$ cat config.mk
export PLATFORM = sky130hd
export DESIGN_NAME = surplus_power_dimmer_regulator_unit
export DESIGN_NICKNAME = d
export VERILOG_FILES = /design/src/sv/spdr_pkg.sv /design/src/sv/spdr_ctrl.sv /design/src/sv/spdr_dp.sv /design/src/sv/surplus_power_dimmer_regulator_unit.sv
export SDC_FILE = /design/constraint.sdc
export NUM_CORES = 1
export LEC_CHECK = 0
export BUFFER_PORTS_ARGS = -buffer_cell sky130_fd_sc_hd__buf_2
export CORE_UTILIZATION = 60
export CTS_CLUSTER_SIZE = 25
export DETAILED_ROUTE_END_ITERATION = 6
export GPL_ROUTABILITY_DRIVEN = 0
export HOLD_SLACK_MARGIN = 0.08
export PLACE_DENSITY = 0.78
export SLEW_MARGIN = 20
export SYNTH_ARGS = -nofsm -noshare
export SYNTH_HDL_FRONTEND = slang
export SYNTH_SLANG_ARGS = --single-unit
export TNS_END_PERCENT = 50
$ cat constraint.sdc
create_clock -name clk -period 15.32 [get_ports clk]
set_clock_uncertainty 0.05 [all_clocks]
set_input_delay 0.766 -clock clk [delete_from_list [all_inputs] [get_ports clk]]
set_output_delay 0.766 -clock clk [all_outputs]
set_load 0.05 [all_outputs]
$ cat src/sv/spdr_pkg.sv
// shared types and constants of the surplus power dimmer regulator
package spdr_pkg;

  // router modes
  localparam logic [2:0] MODE_OFF     = 3'd0;
  localparam logic [2:0] MODE_AUTO    = 3'd1;
  localparam logic [2:0] MODE_ECO     = 3'd2;
  localparam logic [2:0] MODE_OFFGRID = 3'd3;
  localparam logic [2:0] MODE_MANUAL  = 3'd4;
  localparam logic [2:0] MODE_BOOST   = 3'd5;

  // regulator state classes
  localparam logic [2:0] ST_IDLE = 3'd0;
  localparam logic [2:0] ST_INC  = 3'd1;
  localparam logic [2:0] ST_DEC  = 3'd2;
  localparam logic [2:0] ST_MAX  = 3'd3;
  localparam logic [2:0] ST_MIN  = 3'd4;

  // configuration register indexes
  localparam logic [1:0] CFG_MODE   = 2'd0;
  localparam logic [1:0] CFG_MANUAL = 2'd1;
  localparam logic [1:0] CFG_GAIN   = 2'd2;
  localparam logic [1:0] CFG_DBAND  = 2'd3;

  localparam int CFG_IDX_W = 2;
  localparam int CFG_DATA_W = 16;
  localparam int WATT_W = 18;
  localparam int PCT_W = 7;
  localparam int TGT_W = 15;

  // serial divider: 32-bit dividend, one quotient bit per cycle
  localparam int DIV_STEPS = 32;
  localparam int DIV_CNT_W = $clog2(DIV_STEPS);

  // source of a new level for the apply operation
  typedef enum logic [2:0] {
    SEL_ZERO,
    SEL_MANUAL,
    SEL_FULL,
    SEL_TARGET,
    SEL_DOWN5,
    SEL_DOWN10,
    SEL_QUOT,
    SEL_OFF_ENTRY
  } apply_sel_t;

  typedef struct packed {
    logic       capture;
    logic       mark_mode;
    logic       apply_en;
    apply_sel_t apply_sel;
    logic       div_start;
    logic       div_step;
    logic       load_out;
  } spdr_cmd_t;

  typedef struct packed {
    logic       mode_changed;
    logic       entry_act;
    apply_sel_t entry_sel;
    logic       step_act;
    apply_sel_t step_sel;
    logic       step_div;
  } spdr_sts_t;

endpackage

$ cat src/sv/spdr_ctrl.sv
// sequencer of the dimmer regulator: entry action, step, serial divide, result
module spdr_ctrl (
  input  logic               clk,
  input  logic               rst_n,
  input  logic               in_valid,
  output logic               in_ready,
  output logic               out_valid,
  input  logic               out_ready,
  input  spdr_pkg::spdr_sts_t sts,
  output spdr_pkg::spdr_cmd_t cmd
);
  import spdr_pkg::*;

  typedef enum logic [2:0] {
    S_IDLE,
    S_ENTRY,
    S_PLAN,
    S_DIV,
    S_FIN,
    S_EMIT
  } state_t;

  state_t                 state_r, state_nxt;
  logic [DIV_CNT_W-1:0]   cnt_r, cnt_nxt;
  logic                   out_valid_r, out_valid_nxt;
  logic                   emit_ok;

  assign in_ready  = (state_r == S_IDLE);
  assign out_valid = out_valid_r;
  assign emit_ok   = !out_valid_r || out_ready;

  always_comb begin
    state_nxt     = state_r;
    cnt_nxt       = cnt_r;
    out_valid_nxt = out_valid_r && !out_ready;
    cmd           = '0;
    cmd.apply_sel = SEL_ZERO;
    case (state_r)
      S_IDLE: begin
        if (in_valid) begin
          cmd.capture = 1'b1;
          state_nxt   = S_ENTRY;
        end
      end
      S_ENTRY: begin
        cmd.mark_mode = 1'b1;
        if (sts.mode_changed && sts.entry_act) begin
          cmd.apply_en  = 1'b1;
          cmd.apply_sel = sts.entry_sel;
        end
        state_nxt = S_PLAN;
      end
      S_PLAN: begin
        if (sts.step_div) begin
          cmd.div_start = 1'b1;
          cnt_nxt       = '0;
          state_nxt     = S_DIV;
        end else begin
          cmd.apply_en  = sts.step_act;
          cmd.apply_sel = sts.step_sel;
          state_nxt     = S_EMIT;
        end
      end
      S_DIV: begin
        cmd.div_step = 1'b1;
        cnt_nxt      = cnt_r + 1'b1;
        if (cnt_r == DIV_CNT_W'(DIV_STEPS - 1)) begin
          state_nxt = S_FIN;
        end
      end
      S_FIN: begin
        cmd.apply_en  = 1'b1;
        cmd.apply_sel = SEL_QUOT;
        state_nxt     = S_EMIT;
      end
      S_EMIT: begin
        if (emit_ok) begin
          cmd.load_out  = 1'b1;
          out_valid_nxt = 1'b1;
          state_nxt     = S_IDLE;
        end
      end
      default: begin
        state_nxt = S_IDLE;
      end
    endcase
  end

  always_ff @(posedge clk) begin
    if (!rst_n) begin
      state_r     <= S_IDLE;
      cnt_r       <= '0;
      out_valid_r <= 1'b0;
    end else begin
      state_r     <= state_nxt;
      cnt_r       <= cnt_nxt;
      out_valid_r <= out_valid_nxt;
    end
  end

endmodule

$ cat src/sv/spdr_dp.sv
// datapath of the dimmer regulator: config registers, level state, divider, result
module spdr_dp #(
  parameter int LEVEL_MIN = 0,
  parameter int LEVEL_MAX = 100
) (
  input  logic                                clk,
  input  logic                                rst_n,
  input  logic                                cfg_we,
  input  logic [spdr_pkg::CFG_IDX_W-1:0]      cfg_index,
  input  logic [spdr_pkg::CFG_DATA_W-1:0]     cfg_wdata,
  input  logic signed [spdr_pkg::WATT_W-1:0]  in_grid_watts,
  input  logic signed [spdr_pkg::WATT_W-1:0]  in_solar_watts,
  input  logic signed [spdr_pkg::WATT_W-1:0]  in_load_watts,
  output logic [spdr_pkg::PCT_W-1:0]          out_dimmer_level,
  output logic                                out_level_changed,
  output logic [2:0]                          out_regulator_state,
  input  spdr_pkg::spdr_cmd_t                 cmd,
  output spdr_pkg::spdr_sts_t                 sts
);
  import spdr_pkg::*;

  localparam logic signed [33:0] LVL_LO = 34'(LEVEL_MIN * 256);
  localparam logic signed [33:0] LVL_HI = 34'(LEVEL_MAX * 256);
  localparam logic [PCT_W-1:0]   PCT_LO = PCT_W'(LEVEL_MIN);
  localparam logic [PCT_W-1:0]   PCT_HI = PCT_W'(LEVEL_MAX);

  // configuration
  logic [2:0]        mode_r;
  logic [PCT_W-1:0]  manual_r;
  logic [15:0]       gain_r;
  logic [15:0]       dband_r;

  // regulator state
  logic [TGT_W-1:0]  target_r;
  logic [PCT_W-1:0]  applied_r;
  logic [2:0]        last_mode_r;
  logic [PCT_W-1:0]  prev_r;

  // captured item
  logic signed [WATT_W-1:0] grid_r, solar_r, load_r;

  // divider
  logic [31:0] num_r, num_nxt;
  logic [19:0] rem_r, rem_nxt;
  logic [18:0] den_r, den_nxt;
  logic        neg_r, neg_nxt;

  // result
  logic [PCT_W-1:0] lvl_out_r;
  logic             chg_out_r;
  logic [2:0]       st_out_r, st_nxt;

  always_ff @(posedge clk) begin
    if (!rst_n) begin
      mode_r   <= MODE_OFF;
      manual_r <= '0;
      gain_r   <= 16'd160;
      dband_r  <= 16'd50;
    end else if (cfg_we) begin
      case (cfg_index)
        CFG_MODE:   mode_r   <= cfg_wdata[2:0];
        CFG_MANUAL: manual_r <= cfg_wdata[PCT_W-1:0];
        CFG_GAIN:   gain_r   <= cfg_wdata;
        CFG_DBAND:  dband_r  <= cfg_wdata;
        default:    mode_r   <= mode_r;
      endcase
    end
  end

  // comparisons against the dead band
  logic signed [18:0] grid_x, db_x;
  logic signed [21:0] solar_x, load_x, diff, db5_x;
  logic [18:0]        db5;
  logic               grid_hi, grid_lo, solar_hi;

  assign grid_x   = {grid_r[WATT_W-1], grid_r};
  assign db_x     = {3'b000, dband_r};
  assign grid_hi  = grid_x > db_x;
  assign grid_lo  = grid_x < -db_x;
  assign solar_hi = $signed({solar_r[WATT_W-1], solar_r}) > db_x;

  // 4*solar - 5*load works in 1/5 W units, so 80% of solar is exact
  assign solar_x = {{4{solar_r[WATT_W-1]}}, solar_r};
  assign load_x  = {{4{load_r[WATT_W-1]}}, load_r};
  assign diff    = (solar_x <<< 2) - ((load_x <<< 2) + load_x);
  assign db5     = {1'b0, dband_r, 2'b00} + {3'b000, dband_r};
  assign db5_x   = {3'b000, db5};

  // status toward the controller
  always_comb begin
    sts              = '0;
    sts.entry_sel    = SEL_ZERO;
    sts.step_sel     = SEL_ZERO;
    sts.mode_changed = (mode_r != last_mode_r);
    case (mode_r)
      MODE_OFF: begin
        sts.entry_act = 1'b1;
        sts.entry_sel = SEL_OFF_ENTRY;
        sts.step_act  = (applied_r != '0);
        sts.step_sel  = SEL_ZERO;
      end
      MODE_AUTO: begin
        sts.step_div = grid_hi || grid_lo;
      end
      MODE_ECO: begin
        sts.step_div = grid_hi;
      end
      MODE_OFFGRID: begin
        if (solar_hi) begin
          if (diff > db5_x) begin
            sts.step_div = 1'b1;
          end else if (diff < -db5_x) begin
            sts.step_act = 1'b1;
            sts.step_sel = SEL_DOWN5;
          end else begin
            sts.step_act = 1'b1;
            sts.step_sel = SEL_TARGET;
          end
        end else if (target_r != '0) begin
          sts.step_act = 1'b1;
          sts.step_sel = SEL_DOWN10;
        end
      end
      MODE_MANUAL: begin
        sts.entry_act = 1'b1;
        sts.entry_sel = SEL_MANUAL;
        sts.step_act  = (applied_r != manual_r);
        sts.step_sel  = SEL_MANUAL;
      end
      MODE_BOOST: begin
        sts.entry_act = 1'b1;
        sts.entry_sel = SEL_FULL;
        sts.step_act  = (applied_r != 7'd100);
        sts.step_sel  = SEL_FULL;
      end
      default: begin
        sts.step_act = 1'b0;
      end
    endcase
  end

  // divider operands and steps
  logic [15:0] gain_eff;
  logic [17:0] grid_mag;
  logic [20:0] div_sub;
  logic [19:0] rem_sh;

  assign gain_eff = (gain_r < 16'd16) ? 16'd16 : gain_r;
  assign grid_mag = grid_r[WATT_W-1] ? 18'(-grid_r) : 18'(grid_r);
  assign rem_sh   = {rem_r[18:0], num_r[31]};
  assign div_sub  = {1'b0, rem_sh} - {2'b00, den_r};

  always_comb begin
    num_nxt = num_r;
    rem_nxt = rem_r;
    den_nxt = den_r;
    neg_nxt = neg_r;
    if (cmd.div_start) begin
      rem_nxt = '0;
      case (mode_r)
        MODE_AUTO: begin
          num_nxt = {2'b00, grid_mag, 12'd0};
          den_nxt = {3'b000, gain_eff};
          neg_nxt = !grid_r[WATT_W-1];
        end
        MODE_ECO: begin
          num_nxt = {2'b00, grid_r[16:0], 13'd0};
          den_nxt = {2'b00, gain_eff, 1'b0} + {3'b000, gain_eff};
          neg_nxt = 1'b1;
        end
        default: begin
          num_nxt = {diff[20:0], 11'd0};
          den_nxt = {1'b0, gain_eff, 2'b00} + {3'b000, gain_eff};
          neg_nxt = 1'b0;
        end
      endcase
    end else if (cmd.div_step) begin
      rem_nxt = div_sub[20] ? rem_sh : div_sub[19:0];
      num_nxt = {num_r[30:0], !div_sub[20]};
    end
  end

  // apply operation: pick a level, clamp, round half up
  logic signed [33:0] tgt_x, quot_x, lvl, lvl_cl;
  logic [15:0]        lvl_rnd;
  logic [PCT_W-1:0]   applied_new;

  assign tgt_x  = {19'd0, target_r};
  assign quot_x = neg_r ? -$signed({2'b00, num_r}) : $signed({2'b00, num_r});

  always_comb begin
    case (cmd.apply_sel)
      SEL_ZERO:      lvl = '0;
      SEL_OFF_ENTRY: lvl = '0;
      SEL_MANUAL:    lvl = {19'd0, manual_r, 8'd0};
      SEL_FULL:      lvl = 34'sd25600;
      SEL_TARGET:    lvl = tgt_x;
      SEL_DOWN5:     lvl = tgt_x - 34'sd1280;
      SEL_DOWN10:    lvl = tgt_x - 34'sd2560;
      SEL_QUOT:      lvl = tgt_x + quot_x;
      default:       lvl = tgt_x;
    endcase
    if (lvl < LVL_LO) begin
      lvl_cl = LVL_LO;
    end else if (lvl > LVL_HI) begin
      lvl_cl = LVL_HI;
    end else begin
      lvl_cl = lvl;
    end
  end

  assign lvl_rnd     = {1'b0, lvl_cl[TGT_W-1:0]} + 16'd128;
  assign applied_new = lvl_rnd[14:8];

  always_ff @(posedge clk) begin
    if (!rst_n) begin
      target_r    <= '0;
      applied_r   <= '0;
      last_mode_r <= MODE_OFF;
    end else begin
      if (cmd.apply_en) begin
        // entering off forces the target to zero after the clamp
        target_r  <= (cmd.apply_sel == SEL_OFF_ENTRY) ? '0 : lvl_cl[TGT_W-1:0];
        applied_r <= applied_new;
      end
      if (cmd.mark_mode) begin
        last_mode_r <= mode_r;
      end
    end
  end

  always_ff @(posedge clk) begin
    num_r <= num_nxt;
    rem_r <= rem_nxt;
    den_r <= den_nxt;
    neg_r <= neg_nxt;
    if (cmd.capture) begin
      grid_r  <= in_grid_watts;
      solar_r <= in_solar_watts;
      load_r  <= in_load_watts;
      prev_r  <= applied_r;
    end
  end

  // state class of the finished item
  always_comb begin
    case (mode_r)
      MODE_AUTO, MODE_ECO: begin
        if (applied_r >= PCT_HI)      st_nxt = ST_MAX;
        else if (applied_r <= PCT_LO) st_nxt = ST_MIN;
        else if (grid_lo)             st_nxt = ST_INC;
        else if (grid_hi)             st_nxt = ST_DEC;
        else                          st_nxt = ST_IDLE;
      end
      MODE_OFFGRID: begin
        if (applied_r >= PCT_HI)      st_nxt = ST_MAX;
        else if (applied_r <= PCT_LO) st_nxt = ST_MIN;
        else if (solar_hi)            st_nxt = ST_INC;
        else                          st_nxt = ST_DEC;
      end
      MODE_BOOST: st_nxt = ST_MAX;
      default:    st_nxt = ST_IDLE;
    endcase
  end

  always_ff @(posedge clk) begin
    if (cmd.load_out) begin
      lvl_out_r <= applied_r;
      chg_out_r <= (applied_r != prev_r);
      st_out_r  <= st_nxt;
    end
  end

  assign out_dimmer_level    = lvl_out_r;
  assign out_level_changed   = chg_out_r;
  assign out_regulator_state = st_out_r;

endmodule

$ cat src/sv/surplus_power_dimmer_regulator_unit.sv
// top level of the surplus power dimmer regulator
//
// one item on the in_ channel is one measurement of grid, solar and load power
// in whole signed watts; each item yields exactly one item on the out_ channel
// with the dimmer percent, a changed flag and the regulator state class.
// both channels are valid/ready; an item moves when valid and ready are high.
// cfg_ writes (mode, manual percent, gain, dead band) take effect at once and
// are meant to be done while the block is idle.
// after accept an item passes the entry and plan steps and, when the mode
// divides by the gain (auto, eco, offgrid raise), the divide and finish steps,
// before its result is loaded; the gain division is a restoring divider giving
// one quotient bit per cycle over all 32 bits of the dividend.
// in_ready is high only while no item is in work; a result waiting in the
// output register does not block the next accept, but a stalled receiver
// holds the block at its final step until the waiting item is taken.
// a mode change runs the new mode's entry action at the start of the next item.
// reset (rst_n low, synchronous) restores the config reset values, clears the
// target and the driven percent and drops out_valid.
module surplus_power_dimmer_regulator_unit #(
  parameter int LEVEL_MIN = 0,
  parameter int LEVEL_MAX = 100
) (
  input  logic                                clk,
  input  logic                                rst_n,
  // configuration write port
  input  logic                                cfg_we,
  input  logic [spdr_pkg::CFG_IDX_W-1:0]      cfg_index,
  input  logic [spdr_pkg::CFG_DATA_W-1:0]     cfg_wdata,
  // measurement items
  input  logic                                in_valid,
  output logic                                in_ready,
  input  logic signed [spdr_pkg::WATT_W-1:0]  in_grid_watts,
  input  logic signed [spdr_pkg::WATT_W-1:0]  in_solar_watts,
  input  logic signed [spdr_pkg::WATT_W-1:0]  in_load_watts,
  // result items
  output logic                                out_valid,
  input  logic                                out_ready,
  output logic [spdr_pkg::PCT_W-1:0]          out_dimmer_level,
  output logic                                out_level_changed,
  output logic [2:0]                          out_regulator_state
);
  import spdr_pkg::*;

  spdr_cmd_t cmd;
  spdr_sts_t sts;

  // sequencer: entry step, plan step, serial divide, result load
  spdr_ctrl u_ctrl (
    .clk       (clk),
    .rst_n     (rst_n),
    .in_valid  (in_valid),
    .in_ready  (in_ready),
    .out_valid (out_valid),
    .out_ready (out_ready),
    .sts       (sts),
    .cmd       (cmd)
  );

  // registers, level arithmetic, divider and output register
  spdr_dp #(
    .LEVEL_MIN (LEVEL_MIN),
    .LEVEL_MAX (LEVEL_MAX)
  ) u_dp (
    .clk                 (clk),
    .rst_n               (rst_n),
    .cfg_we              (cfg_we),
    .cfg_index           (cfg_index),
    .cfg_wdata           (cfg_wdata),
    .in_grid_watts       (in_grid_watts),
    .in_solar_watts      (in_solar_watts),
    .in_load_watts       (in_load_watts),
    .out_dimmer_level    (out_dimmer_level),
    .out_level_changed   (out_level_changed),
    .out_regulator_state (out_regulator_state),
    .cmd                 (cmd),
    .sts                 (sts)
  );

endmodule

# Yosys cells after proc, flatten, opt, wreduce, memory -nomap -nowiden
# Cells that the tools add are included.
[word_totals]
out_inout_bits = 13
in_bits = 77
reg_bits = 219
wordCells = 150
[classes]
n_reduce_logical = 24
n_lt_le_gt_ge = 10
n_eq_ne = 29
n_mux = 51
add_sub_neg = 15
[ops]
columns = ["operator", "n"]
rows = [
  ["$pmux 34 s7", 1],
  ["$mux 32", 2],
  ["$pmux 32 s2", 1],
  ["$mux 15", 3],
  ["$add 18x16->19", 2],
  ["$pmux 19 s2", 1],
  ["$gt 18x17->1", 2],
  ["$add 16x34->34", 1],
  ["$gt 34x16->1 const B", 1],
  ["$lt 34x1->1 const B", 1],
  ["$mux 34", 1],
  ["$neg 32->34", 1],
  ["$mux 3", 10],
  ["$eq 3x3->1 const B", 8],
  ["$pmux 4 s3", 2],
  ["$gt 22x20->1", 1],
  ["$lt 22x22->1", 1],
  ["$neg 19->22", 1],
  ["$sub 20x21->22", 1],
  ["$add 20x18->21", 1],
  ["$sub 20x19->21", 1],
  ["$mux 4", 5],
  ["$lt 18x19->1", 1],
  ["$mux 19", 1],
  ["other kinds (42)", 79],
]

# Depth between registers and ports, before layout
[logic_depth]
ltp_word = 16
ltp_mapped = 40
depth_no_buf = 38

# By module
# A second synthesis with hierarchy kept.
[hier_totals]
cells_unflattened = 2195
area_unflattened_um2 = 19054.5
[by_module_without_submodules]
columns = ["mod", "seq_area_each_um2", "cells_each", "area_per_inst_um2", "n_inst"]
rows = [
  ["spdr_dp", 5445.2, 2127, 18469.0, 1],
  ["spdr_ctrl", 180.2, 68, 585.6, 1],
]

# Worst setup path after synthesis
# Ideal clock, no wire load.
[synth_path]
path_type = "flip-flop to flip-flop"
from = "register u_dp.load_r[4]"
to = "register u_dp.applied_r[3]"
setup_time_ns = 0.070
required_time_ns = 15.200
path_buffers = 1
t_arrival_ns = 7.231
synth_period_minus_slack_ns = 7.351
stages_incl_launch_ff = 39
setup_slack_ns = 7.969
path_cell_list = "edfxtp_1 -> inv_1 -> fa_1 -> ha_1 -> o21ai_1 -> a21oi_1 -> o31a_1 -> o21a_1 -> nor2_1 -> nor2b_1 -> o21ai_0 -> nand2b_1 -> a21oi_1 -> o21bai_1 -> xor2_1 -> ha_1 -> a21oi_1 -> o21ai_0 -> [... 3 more ...] -> maj3_1 -> o211ai_1 -> nand2_1 -> a2111oi_0 -> o32a_1 -> o221ai_1 -> o211ai_1 -> a22oi_2 -> o31ai_2 -> buf_4 -> nand2b_1 -> inv_1 -> ha_1 -> inv_1 -> nor2_1 -> and4bb_1 -> mux2_1 -> a21oi_1"
[synth_via]
elab_chain_len = 16
word_cells_on_any_way = 29
classes_between = "add/sub: 3; order compare: 4; eq/ne: 7; mux: 13; reduce/logical: 2"
[synth_lines]
columns = ["element", "line", "source"]
rows = [
  ["start, declared", "spdr_dp.sv:40", "logic signed [WATT_W-1:0] grid_r, solar_r, load_r;"],
  ["start signal, assigned", "spdr_dp.sv:240", "load_r <= in_load_watts;"],
  ["$add 20x18->21 (*)", "spdr_dp.sv:85", "assign diff = (solar_x <<< 2) - ((load_x <<< 2) + load_x);"],
  ["$sub 20x21->22 (*)", "spdr_dp.sv:85", ""],
  ["$lt 22x22->1", "spdr_dp.sv:112", "end else if (diff < -db5_x) begin"],
  ["$mux 3", "spdr_dp.sv:112", ""],
  ["$mux 4", "spdr_dp.sv:110", "if (diff > db5_x) begin"],
  ["$mux 4", "spdr_dp.sv:109", "if (solar_hi) begin"],
  ["$pmux 3 s3", "spdr_dp.sv:95", "case (mode_r)"],
  ["$mux 4 (*)", "spdr_ctrl.sv:54", "if (sts.step_div) begin"],
  ["$pmux 4 s3 (*)", "spdr_ctrl.sv:38", "case (state_r)"],
  ["$eq 3x3->1 / $logic_not 3->1 (equally long branches)", "spdr_dp.sv:192", "case (cmd.apply_sel)"],
  ["$reduce_or 2->1 (no source line)", "--", ""],
  ["$pmux 34 s7", "spdr_dp.sv:192", ""],
  ["$gt 34x16->1", "spdr_dp.sv:205", "end else if (lvl > LVL_HI) begin"],
  ["$mux 15", "spdr_dp.sv:205", ""],
  ["$mux 15", "spdr_dp.sv:203", "if (lvl < LVL_LO) begin"],
  ["$add 15x8->15", "spdr_dp.sv:212", "assign lvl_rnd = {1'b0, lvl_cl[TGT_W-1:0]} + 16'd128;"],
  ["end signal, assigned", "spdr_dp.sv:224", "applied_r <= applied_new;"],
  ["end, declared", "spdr_dp.sv:35", "logic [PCT_W-1:0] applied_r;"],
]
# Every way passes the cells marked *; elsewhere a longest branch is shown, timed or not.
# A chain may end at the register's enable or synchronous reset.

# Final worst setup path
# Same ends and word-level chain as after synthesis.

==> metrics.txt <==
critical path depth=37; worst flop-to-flop path endpoint=u_dp.applied_r[3]$_SDFFE_PN0P_; Filler Cells Inserted=2549; status=finished with violations; Fin Hold WS=0.343 ns; final critical-path required period=9.13 ns; Slew Limit Fails=0; Chip Width=between 150 and 200 um; Num CTS Buffers=25; I/O pin cnt=90; Root Buffer=clkbuf_16; PD cells=113 nW/um^2; commonest non-fill, non-tap cell in the layout=nand2_1; vias=17400; initial antenna violation count=2; CTS tree=yes; die area=32200 sq um; static leakage=~8.4 nW; worst skew pair latency=0.55 ns; grt total ovfl=0; maxcap violations=0; worst path bufs/invs=4; CTS Sinks=219; first-pass GRT wire length=~85 mm; Worst-Margin Slew=1.13 ns; Initial Util=0.614; critical path class=flip-flop to flip-flop; postcts setup bufs=0; crit path from=u_dp.load_r[4]$_DFFE_PP_; R2R depth=37; r2r setup slk=6.19 ns; final net count=2552; CTS Hold Bufs=0; DRT iter0 DRCs=1761; register area share after synthesis=0.297; DIE HEIGHT=about 180 um; largest net degree at the start of global routing=71; Hold WC Path Type=primary input to flip-flop; FF-to-FF Start=u_dp.load_r[4]$_DFFE_PP_; H-tree depth=1; core area=between 30000 and 40000 sq um; most frequent cells in the layout=nand2_1 (227), ha_1 (198), a21oi_1 (157); Routed WL=52.3 mm; drt via density=6.53; CP startpoint kind=flip-flop; highest clock rate=110 MHz; Yosys top cell by area=edfxtp_1; DR DRC count=5; slowest stage cell, crit path=o31ai_2; failing checks=DRC; EDFF count, synth=124; site row count=64; Critical Path Fanout Max=11; Ys Warns=0; Resized Gates After CTS=0; Critical Path AT=9.55 ns; Seq cells post-synth=219; slew margin rel.=0.241; delay-heaviest family, CP=compound AO/OA/AOI/OAI gates; setup_tns=0 ns; Worst Setup End Kind=flip-flop; Req. time, crit path=15.74 ns; Mean Syn Cell Area=8.52 sq um; slowest stage delay, CP=0.68 ns; fraction of registers with async set/reset=0; top cells by area, synth=edfxtp_1 (20%), ha_1 (13%), dfxtp_1 (10%), xnor2_1 (4.5%), nand2_1 (4.5%); clk slew on worst S/H paths=0.07 ns; fin crit share=0.596; Peak VDD IR=0.107 mV; Mapped Cells=2220; Critical Path End=u_dp.applied_r[3]$_SDFFE_PN0P_; Final Hold Fails=0; Total GRT Usage=0.320; mapped cell area=18900 sq um; WL/cell=19.6 um; clock buffer depth=3; count of input and output buffers=89; Syn Nets=2517; top cell type's share of synthesized area=0.197; Final HPWL DP=40.2 mm; area delta synth->final=8.18%; # setup viols final=0; Netlist cell types=91; share of cells above drive strength 1=0.0796; number of global-route vias before repair=about 17000; Top FF cell, synth=edfxtp_1; first-pass detailed-route iteration total=7; Final ANT Viol Nets=0; RSZ-0062 raised after global routing=false
layer usage:
layer  part of all wire  GRT usage  vias to the layer above
met5                  0          0                        -
met4              0.048      0.138                        0
met3              0.084     0.0523                      204
met2               0.45      0.524                      804
met1               0.42      0.419                     8181
li1                   -          -                     8253
through the flow:
| stage | utilization | std cells | worst slack, ns | power (mW) | cell area [sq um] |
|---|---|---|---|---|---|
| global route | 0.664 | 2672 | 5.64 | 2.44 | 20500 |
| finish | 0.664 | 2672 | 6.19 | 2.31 | 20500 |
| CTS | 0.664 | 2670 | 6.38 | 2.29 | 20500 |
| global placement | 0.636 | 2624 | 6.87 | 1.62 | 19600 |
| floorplan | - | 2220 | 7.97 | 1.41 | 18900 |
| detailed placement | 0.636 | 2624 | 6.41 | 1.66 | 19600 |
registers in the layout, summed over array words and instances (netlist names), 15 cells and up:
signal and flops:
u_dp.dband_r 16, u_dp.den_r 19, u_dp.gain_r 16, u_dp.grid_r 18, u_dp.load_r 18, u_dp.num_r 32, u_dp.rem_r 19, u_dp.solar_r 18
u_dp.target_r 15
Yosys cell counts (50+ instances only):
library cell / count
clkbuf_1: 81
edfxtp_1: 124
ha_1: 198
a21oi_1: 157
xor2_1: 64
nor3_1: 50
nand3_1: 77
xnor2_1: 98
nor2_1: 152
nand2_1: 227
dfxtp_1: 95
o21ai_0: 139
inv_1: 137
area by class of cell:
cell class	count	area (sq um)	share of cell area
multi-input cells	1770	12400	0.607
flip-flops and latches	219	5630	0.275
clock buffers	31	732	0.0358
repair buffers	100	528	0.0258
inverters	139	522	0.0255
well taps	396	495	0.0242
clock inverters	15	131	0.00642
diodes	2	5.00	0.000245
power by group:
part | switching, mW | internal, mW | leakage, nW
registers | 0.0625 | 0.683 | 1.92
clock network | 0.259 | 0.361 | 0.435
logic | 0.579 | 0.363 | 6.07
total | 0.900 | 1.41 | 8.43
worst min-delay path by stage:
stage / startpoint / to / cells after the start
after detailed placement: u_dp.gain_r[1]$_SDFFE_PN0P_ / u_dp.gain_r[1]$_SDFFE_PN0P_ / 2
after floorplan: u_ctrl.cnt_r[3]$_SDFFE_PN0P_ / u_ctrl.cnt_r[3]$_SDFFE_PN0P_ / 1
final: in_grid_watts[6] / u_dp.grid_r[6]$_DFFE_PP_ / 1
after CTS: in_grid_watts[0] / u_dp.grid_r[0]$_DFFE_PP_ / 1
after global placement: u_dp.gain_r[1]$_SDFFE_PN0P_ / u_dp.gain_r[1]$_SDFFE_PN0P_ / 2
after global routing: in_grid_watts[16] / u_dp.grid_r[16]$_DFFE_PP_ / 1
cell families after synthesis:
group,Yosys count,synth area share
mux,32,0.0173
simple gates,718,0.185
flops,219,0.297
compound gates,637,0.224
buf+inv,231,0.0465
fa+ha+maj,221,0.155
xor+xnor,162,0.0750
No activity file was read; power rests on OpenSTA's default activity.
